===== src/hdl/kqpb_pkg.sv =====
// ----------------------------------------------------------------------------
// Key-queued pulse burst generator package
// Shared constants, register indexes and the structs passed between modules.
// ----------------------------------------------------------------------------
package kqpb_pkg;

  localparam int QUEUE_DEPTH = 16;
  localparam int QPTR_W      = (QUEUE_DEPTH > 1) ? $clog2(QUEUE_DEPTH) : 1;
  localparam int QFILL_W     = $clog2(QUEUE_DEPTH + 1);

  localparam int NUM_KEYS    = 4;
  localparam int CODE_W      = 2;
  localparam int DROP_W      = 3;

  localparam int HIGH_W      = 8;
  localparam int LOW_W       = 8;
  localparam int GAP_W       = 10;
  localparam int COUNT_W     = 8;
  localparam int PHASE_W     = 9;
  localparam int SUM_W       = 10;

  localparam int CFG_ADDR_W  = 3;
  localparam int CFG_DATA_W  = 10;

  localparam int DESC_DEPTH  = 2;
  localparam int DESC_PTR_W  = (DESC_DEPTH > 1) ? $clog2(DESC_DEPTH) : 1;
  localparam int DESC_CNT_W  = $clog2(DESC_DEPTH + 1);

  localparam int IN_TDATA_W  = 8;
  localparam int OUT_TDATA_W = 24;

  localparam logic [HIGH_W-1:0]  HIGH_RESET   = 8'd2;
  localparam logic [LOW_W-1:0]   LOW_RESET    = 8'd3;
  localparam logic [GAP_W-1:0]   GAP_RESET    = 10'd51;
  localparam logic [COUNT_W-1:0] COUNT0_RESET = 8'd10;
  localparam logic [COUNT_W-1:0] COUNT1_RESET = 8'd1;
  localparam logic [COUNT_W-1:0] COUNT2_RESET = 8'd2;
  localparam logic [COUNT_W-1:0] COUNT3_RESET = 8'd3;

  typedef enum logic [CFG_ADDR_W-1:0] {
    REG_HIGH_TICKS = 3'd0,
    REG_LOW_TICKS  = 3'd1,
    REG_GAP_TICKS  = 3'd2,
    REG_COUNT_KEY0 = 3'd3,
    REG_COUNT_KEY1 = 3'd4,
    REG_COUNT_KEY2 = 3'd5,
    REG_COUNT_KEY3 = 3'd6
  } reg_index_t;

  typedef struct packed {
    logic [HIGH_W-1:0]                  high_ticks;
    logic [LOW_W-1:0]                   low_ticks;
    logic [GAP_W-1:0]                   gap_ticks;
    logic [NUM_KEYS-1:0][COUNT_W-1:0]   key_counts;
  } cfg_t;

  typedef struct packed {
    logic [NUM_KEYS-1:0] rising;
  } desc_t;

  typedef struct packed {
    logic [COUNT_W-1:0] pulses_remaining;
    logic [DROP_W-1:0]  dropped_keys;
    logic [4:0]         queued_keys;
    logic               busy_flag;
    logic               pulse_level;
  } result_t;

endpackage


===== src/hdl/kqpb_fifo.sv =====
// ----------------------------------------------------------------------------
// Tick descriptor queue
// Two-entry queue that decouples the edge detector from the burst engine.
// ----------------------------------------------------------------------------
module kqpb_fifo (
  input  logic            clk,
  input  logic            rst,
  input  logic            push,
  input  kqpb_pkg::desc_t push_data,
  output logic            push_ready,
  input  logic            pop,
  output logic            pop_valid,
  output kqpb_pkg::desc_t pop_data
);

  kqpb_pkg::desc_t                      entries [kqpb_pkg::DESC_DEPTH];
  logic [kqpb_pkg::DESC_PTR_W-1:0]      wr_ptr;
  logic [kqpb_pkg::DESC_PTR_W-1:0]      rd_ptr;
  logic [kqpb_pkg::DESC_CNT_W-1:0]      count;
  logic                                 do_push;
  logic                                 do_pop;

  assign push_ready = count < kqpb_pkg::DESC_CNT_W'(kqpb_pkg::DESC_DEPTH);
  assign pop_valid  = count != '0;
  assign pop_data   = entries[rd_ptr];
  assign do_push    = push && push_ready;
  assign do_pop     = pop && pop_valid;

  always_ff @(posedge clk) begin
    if (do_push) begin
      entries[wr_ptr] <= push_data;
    end
  end

  always_ff @(posedge clk) begin
    if (rst) begin
      wr_ptr <= '0;
      rd_ptr <= '0;
      count  <= '0;
    end else begin
      if (do_push) begin
        wr_ptr <= wr_ptr + 1'b1;
      end
      if (do_pop) begin
        rd_ptr <= rd_ptr + 1'b1;
      end
      case ({do_push, do_pop})
        2'b10:   count <= count + 1'b1;
        2'b01:   count <= count - 1'b1;
        default: count <= count;
      endcase
    end
  end

endmodule


===== src/hdl/kqpb_front.sv =====
// ----------------------------------------------------------------------------
// Key edge detector
// Accepts input words, finds rising key edges and queues one descriptor a tick.
// ----------------------------------------------------------------------------
module kqpb_front (
  input  logic                                clk,
  input  logic                                rst,
  input  logic                                in_valid,
  input  logic [kqpb_pkg::NUM_KEYS-1:0]       in_keys,
  output logic                                in_ready,
  output logic                                desc_push,
  output kqpb_pkg::desc_t                     desc_data,
  input  logic                                desc_ready
);

  logic [kqpb_pkg::NUM_KEYS-1:0] previous_keys;

  assign in_ready         = desc_ready;
  assign desc_push        = in_valid && desc_ready;
  assign desc_data.rising = in_keys & ~previous_keys;

  always_ff @(posedge clk) begin
    if (rst) begin
      previous_keys <= '0;
    end else if (desc_push) begin
      previous_keys <= in_keys;
    end
  end

endmodule


===== src/hdl/kqpb_back.sv =====
// ----------------------------------------------------------------------------
// Burst engine
// Pushes key codes into the key queue, runs one generator step a tick and
// holds the result word until it is taken.
// ----------------------------------------------------------------------------
module kqpb_back (
  input  logic              clk,
  input  logic              rst,
  input  kqpb_pkg::cfg_t    cfg,
  input  logic              desc_valid,
  input  kqpb_pkg::desc_t   desc_data,
  output logic              desc_pop,
  output logic              out_valid,
  output kqpb_pkg::result_t out_data,
  input  logic              out_ready
);

  logic [kqpb_pkg::CODE_W-1:0]  key_queue [kqpb_pkg::QUEUE_DEPTH];
  logic [kqpb_pkg::QPTR_W-1:0]  queue_head;
  logic [kqpb_pkg::QPTR_W-1:0]  queue_tail;
  logic [kqpb_pkg::QFILL_W-1:0] queue_fill;
  logic                         running;
  logic [kqpb_pkg::PHASE_W-1:0] phase_ticks;
  logic [kqpb_pkg::COUNT_W-1:0] pulses_left;
  logic [kqpb_pkg::GAP_W-1:0]   gap_count;
  logic                         pin_state;

  logic [kqpb_pkg::CODE_W-1:0]  key_queue_next [kqpb_pkg::QUEUE_DEPTH];
  logic [kqpb_pkg::QPTR_W-1:0]  queue_head_next;
  logic [kqpb_pkg::QPTR_W-1:0]  queue_tail_next;
  logic [kqpb_pkg::QFILL_W-1:0] queue_fill_next;
  logic                         running_next;
  logic [kqpb_pkg::PHASE_W-1:0] phase_ticks_next;
  logic [kqpb_pkg::COUNT_W-1:0] pulses_left_next;
  logic [kqpb_pkg::GAP_W-1:0]   gap_count_next;
  logic                         pin_state_next;
  logic [kqpb_pkg::DROP_W-1:0]  dropped;
  logic [kqpb_pkg::CODE_W-1:0]  code;
  logic [kqpb_pkg::SUM_W-1:0]   phase_inc;
  logic [kqpb_pkg::SUM_W-1:0]   high_ext;
  logic [kqpb_pkg::SUM_W-1:0]   period;
  logic                         fire;

  localparam logic [kqpb_pkg::QPTR_W-1:0]  QPTR_LAST =
    kqpb_pkg::QPTR_W'(kqpb_pkg::QUEUE_DEPTH - 1);
  localparam logic [kqpb_pkg::QFILL_W-1:0] QFILL_FULL =
    kqpb_pkg::QFILL_W'(kqpb_pkg::QUEUE_DEPTH);

  assign fire     = desc_valid && (!out_valid || out_ready);
  assign desc_pop = fire;
  assign high_ext = kqpb_pkg::SUM_W'(cfg.high_ticks);
  assign period   = kqpb_pkg::SUM_W'(cfg.high_ticks) + kqpb_pkg::SUM_W'(cfg.low_ticks);
  assign phase_inc = kqpb_pkg::SUM_W'(phase_ticks) + 1'b1;

  always_comb begin
    key_queue_next   = key_queue;
    queue_head_next  = queue_head;
    queue_tail_next  = queue_tail;
    queue_fill_next  = queue_fill;
    running_next     = running;
    phase_ticks_next = phase_ticks;
    pulses_left_next = pulses_left;
    gap_count_next   = gap_count;
    pin_state_next   = pin_state;
    dropped          = '0;
    code             = '0;

    // Edges enter the queue in key order, lowest key first.
    for (int i = 0; i < kqpb_pkg::NUM_KEYS; i++) begin
      if (desc_data.rising[i]) begin
        if (queue_fill_next < QFILL_FULL) begin
          key_queue_next[queue_tail_next] = kqpb_pkg::CODE_W'(i);
          queue_tail_next = (queue_tail_next == QPTR_LAST) ? '0 : queue_tail_next + 1'b1;
          queue_fill_next = queue_fill_next + 1'b1;
        end else begin
          dropped = dropped + 1'b1;
        end
      end
    end

    if (!running && queue_fill_next != '0) begin
      code             = key_queue_next[queue_head];
      queue_head_next  = (queue_head == QPTR_LAST) ? '0 : queue_head + 1'b1;
      queue_fill_next  = queue_fill_next - 1'b1;
      running_next     = 1'b1;
      pulses_left_next = cfg.key_counts[code];
    end

    if (running_next) begin
      if (pulses_left_next != '0) begin
        if (phase_inc <= high_ext) begin
          pin_state_next = 1'b1;
        end else if (phase_inc <= period) begin
          pin_state_next = 1'b0;
        end
        if (phase_inc >= period) begin
          phase_ticks_next = '0;
          pulses_left_next = pulses_left_next - 1'b1;
        end else begin
          phase_ticks_next = phase_inc[kqpb_pkg::PHASE_W-1:0];
        end
      end else if (gap_count < cfg.gap_ticks) begin
        pin_state_next = 1'b0;
        gap_count_next = gap_count + 1'b1;
      end else begin
        gap_count_next   = '0;
        running_next     = 1'b0;
        phase_ticks_next = '0;
      end
    end
  end

  always_ff @(posedge clk) begin
    if (fire) begin
      key_queue                 <= key_queue_next;
      out_data.pulse_level      <= pin_state_next;
      out_data.busy_flag        <= running_next;
      out_data.queued_keys      <= 5'(queue_fill_next);
      out_data.dropped_keys     <= dropped;
      out_data.pulses_remaining <= pulses_left_next;
    end
  end

  always_ff @(posedge clk) begin
    if (rst) begin
      queue_head  <= '0;
      queue_tail  <= '0;
      queue_fill  <= '0;
      running     <= 1'b0;
      phase_ticks <= '0;
      pulses_left <= '0;
      gap_count   <= '0;
      pin_state   <= 1'b0;
      out_valid   <= 1'b0;
    end else begin
      if (fire) begin
        queue_head  <= queue_head_next;
        queue_tail  <= queue_tail_next;
        queue_fill  <= queue_fill_next;
        running     <= running_next;
        phase_ticks <= phase_ticks_next;
        pulses_left <= pulses_left_next;
        gap_count   <= gap_count_next;
        pin_state   <= pin_state_next;
        out_valid   <= 1'b1;
      end else if (out_ready) begin
        out_valid   <= 1'b0;
      end
    end
  end

  a_fill_bound: assert property (@(posedge clk) disable iff (rst)
    queue_fill <= QFILL_FULL)
    else $error("Key queue fill exceeds its depth.");

  a_idle_clean: assert property (@(posedge clk) disable iff (rst)
    !running |-> (pulses_left == '0 && phase_ticks == '0 && gap_count == '0))
    else $error("Idle generator holds leftover burst state.");

  a_drop_full: assert property (@(posedge clk) disable iff (rst)
    (out_valid && out_data.dropped_keys != '0) |-> (queue_fill >= QFILL_FULL - 1'b1))
    else $error("Key edges reported dropped while the queue had room.");

endmodule


===== src/hdl/key_queued_pulse_burst_generator.sv =====
// ----------------------------------------------------------------------------
// Key-queued pulse burst generator
// Queues key press codes and plays a pulse burst for each one in turn.
// ----------------------------------------------------------------------------
// Each input word is one timebase tick carrying four key levels, and each
// accepted word yields exactly one result word. The block sustains one word
// per clock cycle while m_tready is high: the burst engine does the key queue
// update and the pulse counter step of a tick combinationally. An accepted
// word passes through the descriptor FIFO and then into the burst engine's
// output register. Configuration registers take effect on the next tick and
// should be written only while no word is in flight.
module key_queued_pulse_burst_generator (
  input  logic                                 clk,
  input  logic                                 rst,
  input  logic                                 s_tvalid,
  output logic                                 s_tready,
  // [3:0] key_levels, [7:4] zero
  input  logic [kqpb_pkg::IN_TDATA_W-1:0]      s_tdata,
  output logic                                 m_tvalid,
  input  logic                                 m_tready,
  // [0] pulse_level, [1] busy_flag, [6:2] queued_keys, [9:7] dropped_keys,
  // [17:10] pulses_remaining, [23:18] zero
  output logic [kqpb_pkg::OUT_TDATA_W-1:0]     m_tdata,
  input  logic                                 cfg_we,
  input  logic [kqpb_pkg::CFG_ADDR_W-1:0]      cfg_addr,
  input  logic [kqpb_pkg::CFG_DATA_W-1:0]      cfg_wdata
);

  kqpb_pkg::cfg_t    cfg;
  kqpb_pkg::desc_t   front_desc;
  kqpb_pkg::desc_t   back_desc;
  kqpb_pkg::result_t result;
  logic              front_push;
  logic              fifo_ready;
  logic              fifo_valid;
  logic              back_pop;

  always_ff @(posedge clk) begin
    if (rst) begin
      cfg.high_ticks    <= kqpb_pkg::HIGH_RESET;
      cfg.low_ticks     <= kqpb_pkg::LOW_RESET;
      cfg.gap_ticks     <= kqpb_pkg::GAP_RESET;
      cfg.key_counts[0] <= kqpb_pkg::COUNT0_RESET;
      cfg.key_counts[1] <= kqpb_pkg::COUNT1_RESET;
      cfg.key_counts[2] <= kqpb_pkg::COUNT2_RESET;
      cfg.key_counts[3] <= kqpb_pkg::COUNT3_RESET;
    end else if (cfg_we) begin
      case (cfg_addr)
        kqpb_pkg::REG_HIGH_TICKS: cfg.high_ticks    <= cfg_wdata[kqpb_pkg::HIGH_W-1:0];
        kqpb_pkg::REG_LOW_TICKS:  cfg.low_ticks     <= cfg_wdata[kqpb_pkg::LOW_W-1:0];
        kqpb_pkg::REG_GAP_TICKS:  cfg.gap_ticks     <= cfg_wdata[kqpb_pkg::GAP_W-1:0];
        kqpb_pkg::REG_COUNT_KEY0: cfg.key_counts[0] <= cfg_wdata[kqpb_pkg::COUNT_W-1:0];
        kqpb_pkg::REG_COUNT_KEY1: cfg.key_counts[1] <= cfg_wdata[kqpb_pkg::COUNT_W-1:0];
        kqpb_pkg::REG_COUNT_KEY2: cfg.key_counts[2] <= cfg_wdata[kqpb_pkg::COUNT_W-1:0];
        kqpb_pkg::REG_COUNT_KEY3: cfg.key_counts[3] <= cfg_wdata[kqpb_pkg::COUNT_W-1:0];
        default: ;
      endcase
    end
  end

  kqpb_front u_front (
    .clk        (clk),
    .rst        (rst),
    .in_valid   (s_tvalid),
    .in_keys    (s_tdata[kqpb_pkg::NUM_KEYS-1:0]),
    .in_ready   (s_tready),
    .desc_push  (front_push),
    .desc_data  (front_desc),
    .desc_ready (fifo_ready)
  );

  kqpb_fifo u_fifo (
    .clk        (clk),
    .rst        (rst),
    .push       (front_push),
    .push_data  (front_desc),
    .push_ready (fifo_ready),
    .pop        (back_pop),
    .pop_valid  (fifo_valid),
    .pop_data   (back_desc)
  );

  kqpb_back u_back (
    .clk        (clk),
    .rst        (rst),
    .cfg        (cfg),
    .desc_valid (fifo_valid),
    .desc_data  (back_desc),
    .desc_pop   (back_pop),
    .out_valid  (m_tvalid),
    .out_data   (result),
    .out_ready  (m_tready)
  );

  assign m_tdata = {6'b0, result.pulses_remaining, result.dropped_keys,
                    result.queued_keys, result.busy_flag, result.pulse_level};

endmodule

===== config.mk =====
export PLATFORM = sky130hd
export DESIGN_NAME = key_queued_pulse_burst_generator
export DESIGN_NICKNAME = d
export VERILOG_FILES = /design/src/hdl/kqpb_pkg.sv /design/src/hdl/kqpb_fifo.sv /design/src/hdl/kqpb_front.sv /design/src/hdl/kqpb_back.sv /design/src/hdl/key_queued_pulse_burst_generator.sv
export SDC_FILE = /design/constraint.sdc
export NUM_CORES = 1
export LEC_CHECK = 0
export BUFFER_PORTS_ARGS = -buffer_cell sky130_fd_sc_hd__buf_2
export CELL_PAD_IN_SITES_DETAIL_PLACEMENT = 0
export CELL_PAD_IN_SITES_GLOBAL_PLACEMENT = 1
export CORE_MARGIN = 1.5
export CORE_UTILIZATION = 30
export DETAILED_ROUTE_END_ITERATION = 8
export GPL_ROUTABILITY_DRIVEN = 0
export HOLD_SLACK_MARGIN = 0.08
export PLACE_DENSITY_LB_ADDON = 0.1
export SYNTH_ARGS = -nofsm -noshare
export SYNTH_HDL_FRONTEND = slang
export SYNTH_SLANG_ARGS = --single-unit

===== constraint.sdc =====
create_clock -name clk -period 9.55 [get_ports clk]
set_clock_uncertainty 0.1 [all_clocks]
set_input_delay 1.91 -clock clk [delete_from_list [all_inputs] [get_ports clk]]
set_output_delay 1.91 -clock clk [all_outputs]
set_load 0.01 [all_outputs]

==> summary.md <==
| Metric | Value |
|---|---|
| Layout cells sized above 1 | `10.2%` |
| Top FF cell, synth | `dfxtp_1` |
| Num ports | `between 50 and 60` |
| Port bufs | `41` |
| Clk_lat worst skew | `between 0.4 and 0.5 ns` |
| TritonCTS Buffers | `17` |
| Total number of vias | `around 10000` |
| Cells after Synth | `between 1000 and 1500` |
| Setup CP Type | `flop to flop` |
| Post-synth EDFFs | `between 50 and 60` |
| CP max FO | `28` |
| Arr. time, crit path | `between 8 and 9 ns` |
| Reg2reg end | `u_back.out_data[14]$_DFFE_PP_` |
| Die Ht | `between 150 and 200 µm` |
| CTS tree | `yes` |
| Iteration-0 DRC Markers | `810` |
| Max Root-Sink Buffers | `2` |
| Die W | `197 µm` |
| DRT antenna net count | `0` |
| Syn Std Cell Area | `roughly 0.011 mm²` |
| Core area | `0.0369 mm²` |
| YS warnings | `0` |
| Max H-tree Level | `4` |
| Initial core utilization | `a little under a third` |
| Drt pass-1 iters | `5` |
| Dominant cell type by area after synthesis | `dfxtp_1` |
| Clock sinks | `~170` |
| Area of the die | `between 0.03 and 0.04 mm²` |
| Final hold vios | `0` |
| Syn-to-layout area delta | `10.6%` |
| Setup_tns | `0 ns` |
| Final Setup Violations | `0` |
| Number of setup buffers added after CTS | `0` |
| RSZ-0062 raised after global routing | `no` |
| Worst-path clk slew | `0.07 ns` |
| Worst slew pin tran | `1.21 ns` |
| Tcrit/Tclk final | `between 90 and 100%` |
| Worst-case headroom to the max-slew limit | `roughly 19%` |
| Post-DR vias/cell | `between 5 and 6` |
| Routed wire length | `between 30000 and 40000 µm` |
| Outcome | `finished clean` |
| Synth top area share | `around a fifth` |
| Minimum clock period | `8.60 ns` |
| Worst R2R Path Depth | `24` |
| Post-synthesis area per instance | `around 8.3 µm²` |
| Main area contributors after synthesis | `dfxtp_1 (19%), edfxtp_1 (15%), nand2_1 (7.3%)` |
| Crit start category | `flop` |
| Number of nets in the layout | `1474` |
| Gr ovfl total | `0` |
| CTS resizes | `0` |
| First-pass GRT wire length | `59300 µm` |
| Fillers | `3966` |
| Count leader, synth | `nand2_1` |
| Row count | `70` |
| Setup crit end | `u_back.out_data[14]$_DFFE_PP_` |
| Fmax | `~120 MHz` |
| Hold Path Stages | `2` |
| Vias in the first global route | `about 10000` |
| Crit end category | `flop` |
| Detailed Place HPWL | `27900 µm` |
| CP required | `9.63 ns` |
| Max Cap Viol | `0` |
| CTS Root Cell | `clkbuf_16` |
| Hold Crit Class | `flop to flop` |
| Post-synth cell types | `95` |
| Post-CTS Hold Fix Bufs | `0` |
| Reg2reg setup slack | `between 0.9 and 1 ns` |
| Yosys reg bits | `between 150 and 200` |
| DRC | `0` |
| GRT Total Usage | `between 10% and 20%` |
| Routed length per instance | `roughly 20 µm` |
| Post-synthesis sequential area ratio | `34.8%` |
| Largest net degree at the start of global routing | `57` |
| Most common library cells after synthesis | `nand2_1 (221), dfxtp_1 (110), a21oi_1 (104)` |
| Antenna diodes | `0` |
| Asr flop ratio synth | `0%` |
| Initial antenna violation count | `0` |
| Slew Limit Fails | `0` |
## through the flow
| stage | std cells | hold WS, ns | utilization (%) | setup slack, ns | instance area, µm² |
|---|---|---|---|---|---|
| after floorplan | 1377 | 0.331 | - | 2.42 | 11300 |
| after global placement | 1869 | 0.344 | 32.5 | 1.10 | 12000 |
| after detailed placement | 1869 | 0.349 | 32.5 | 0.993 | 12000 |
| after CTS | 1901 | 0.359 | 33.9 | 0.984 | 12500 |
| after global routing | 1901 | 0.372 | 33.9 | 0.207 | 12500 |
| final | 1901 | 0.355 | 33.9 | 0.946 | 12500 |
## per-layer routing
metal  share of wire, %  GRT usage [%]
met5                  0              0
met4                1.8           6.19
met3                3.2           2.17
met2                 48           32.9
met1                 47           27.1
## cell type report
cell class	instances	area, µm²	share of cell area, %
clock buffer	18	429	3.43
sequential	168	3940	31.5
inverter	65	244	1.95
timing repair buffer	58	333	2.66
multi-input combinational	1074	6840	54.6
clock inverter	14	98.8	0.790
tap	504	631	5.04
## registers in the layout, indices dropped and copies added, names as in the netlist, named ones only
name	flops
u_back.phase_ticks	9
cfg	58
u_fifo.wr_ptr	1
u_back.queue_fill	5
u_back.key_queue	32
u_back.gap_count	10
u_fifo.rd_ptr	1
u_fifo.entries	8
u_back.running	1
u_fifo.count	2
u_back.queue_tail	4
u_back.pin_state	1
u_back.out_data	18
u_back.out_valid	1
u_front.previous_keys	4
u_back.pulses_left	8
u_back.queue_head	4
## placed cells by master, fill, tap and decap left out, types with 8 or more instances in the layout
| cell | count |
|---|---|
| o21ai_0 | 61 |
| nor3_1 | 37 |
| xnor2_1 | 34 |
| edfxtp_1 | 58 |
| and2_1 | 18 |
| xor2_1 | 9 |
| nand2_1 | 221 |
| nor2_1 | 84 |
| nand3_1 | 68 |
| or3_1 | 8 |
| buf_4 | 17 |
| a21o_1 | 13 |
| nand2b_1 | 15 |
| nor2b_1 | 26 |
| or2_2 | 8 |
| o211ai_1 | 26 |
| o31ai_1 | 9 |
| clkbuf_16 | 17 |
| a21oi_1 | 104 |
| mux2i_1 | 19 |
| mux2_2 | 11 |
| inv_1 | 62 |
| a31oi_1 | 23 |
| dfxtp_1 | 110 |
| ha_1 | 63 |
| and3_1 | 10 |
| nand4_1 | 16 |
| a211oi_1 | 13 |
| o22ai_1 | 9 |
| o221ai_1 | 13 |
| buf_2 | 41 |
## worst min path at each step
stage | startpoint | slack (ns) | endpoint
floorplan | u_back.pulses_left[5]$_SDFFE_PP0P_ | 0.33 | u_back.pulses_left[5]$_SDFFE_PP0P_
global placement | u_front.previous_keys[0]$_SDFFE_PP0P_ | 0.34 | u_front.previous_keys[0]$_SDFFE_PP0P_
detailed placement | u_front.previous_keys[1]$_SDFFE_PP0P_ | 0.35 | u_front.previous_keys[1]$_SDFFE_PP0P_
CTS | u_front.previous_keys[1]$_SDFFE_PP0P_ | 0.36 | u_front.previous_keys[1]$_SDFFE_PP0P_
global route | u_front.previous_keys[2]$_SDFFE_PP0P_ | 0.37 | u_front.previous_keys[2]$_SDFFE_PP0P_
finish | cfg[13]$_SDFFE_PP0P_ | 0.36 | cfg[13]$_SDFFE_PP0P_
## critical path, stage by stage, from the launching register on
cell	delay (ns)
dfxtp_1	0.51
mux2i_2	0.13
nor2_1	0.87
mux2_2	0.33
ha_1	0.34
nand2_1	0.12
o32a_1	0.38
nand2_1	0.21
mux2i_1	0.21
inv_1	0.17
ha_1	0.16
nand2_1	0.09
nor3_1	0.13
o21ai_0	0.40
o221ai_1	0.38
o22ai_1	0.22
o41ai_4	0.55
o22a_1	0.56
o211ai_1	0.23
a31oi_2	0.43
ha_1	0.32
nor4b_1	0.57
a31oi_4	0.29
nor3_2	0.51
nor2_1	0.11
## kinds of logic after synthesis
kind of cell,count (synthesis),synth area share [%]
AOI/OAI and AO/OA,390,24.1
and+or+nand+nor,538,22.3
buffers and inverters,135,4.96
adders and majority gates,64,7.14
DFF,168,34.8
xor gates and xnor gates,44,3.53
other,1,0.0331
muxes,32,3.03
Power is not shown: default switching activity piles up to over one toggle a cycle in this logic, so the estimate is an artifact.
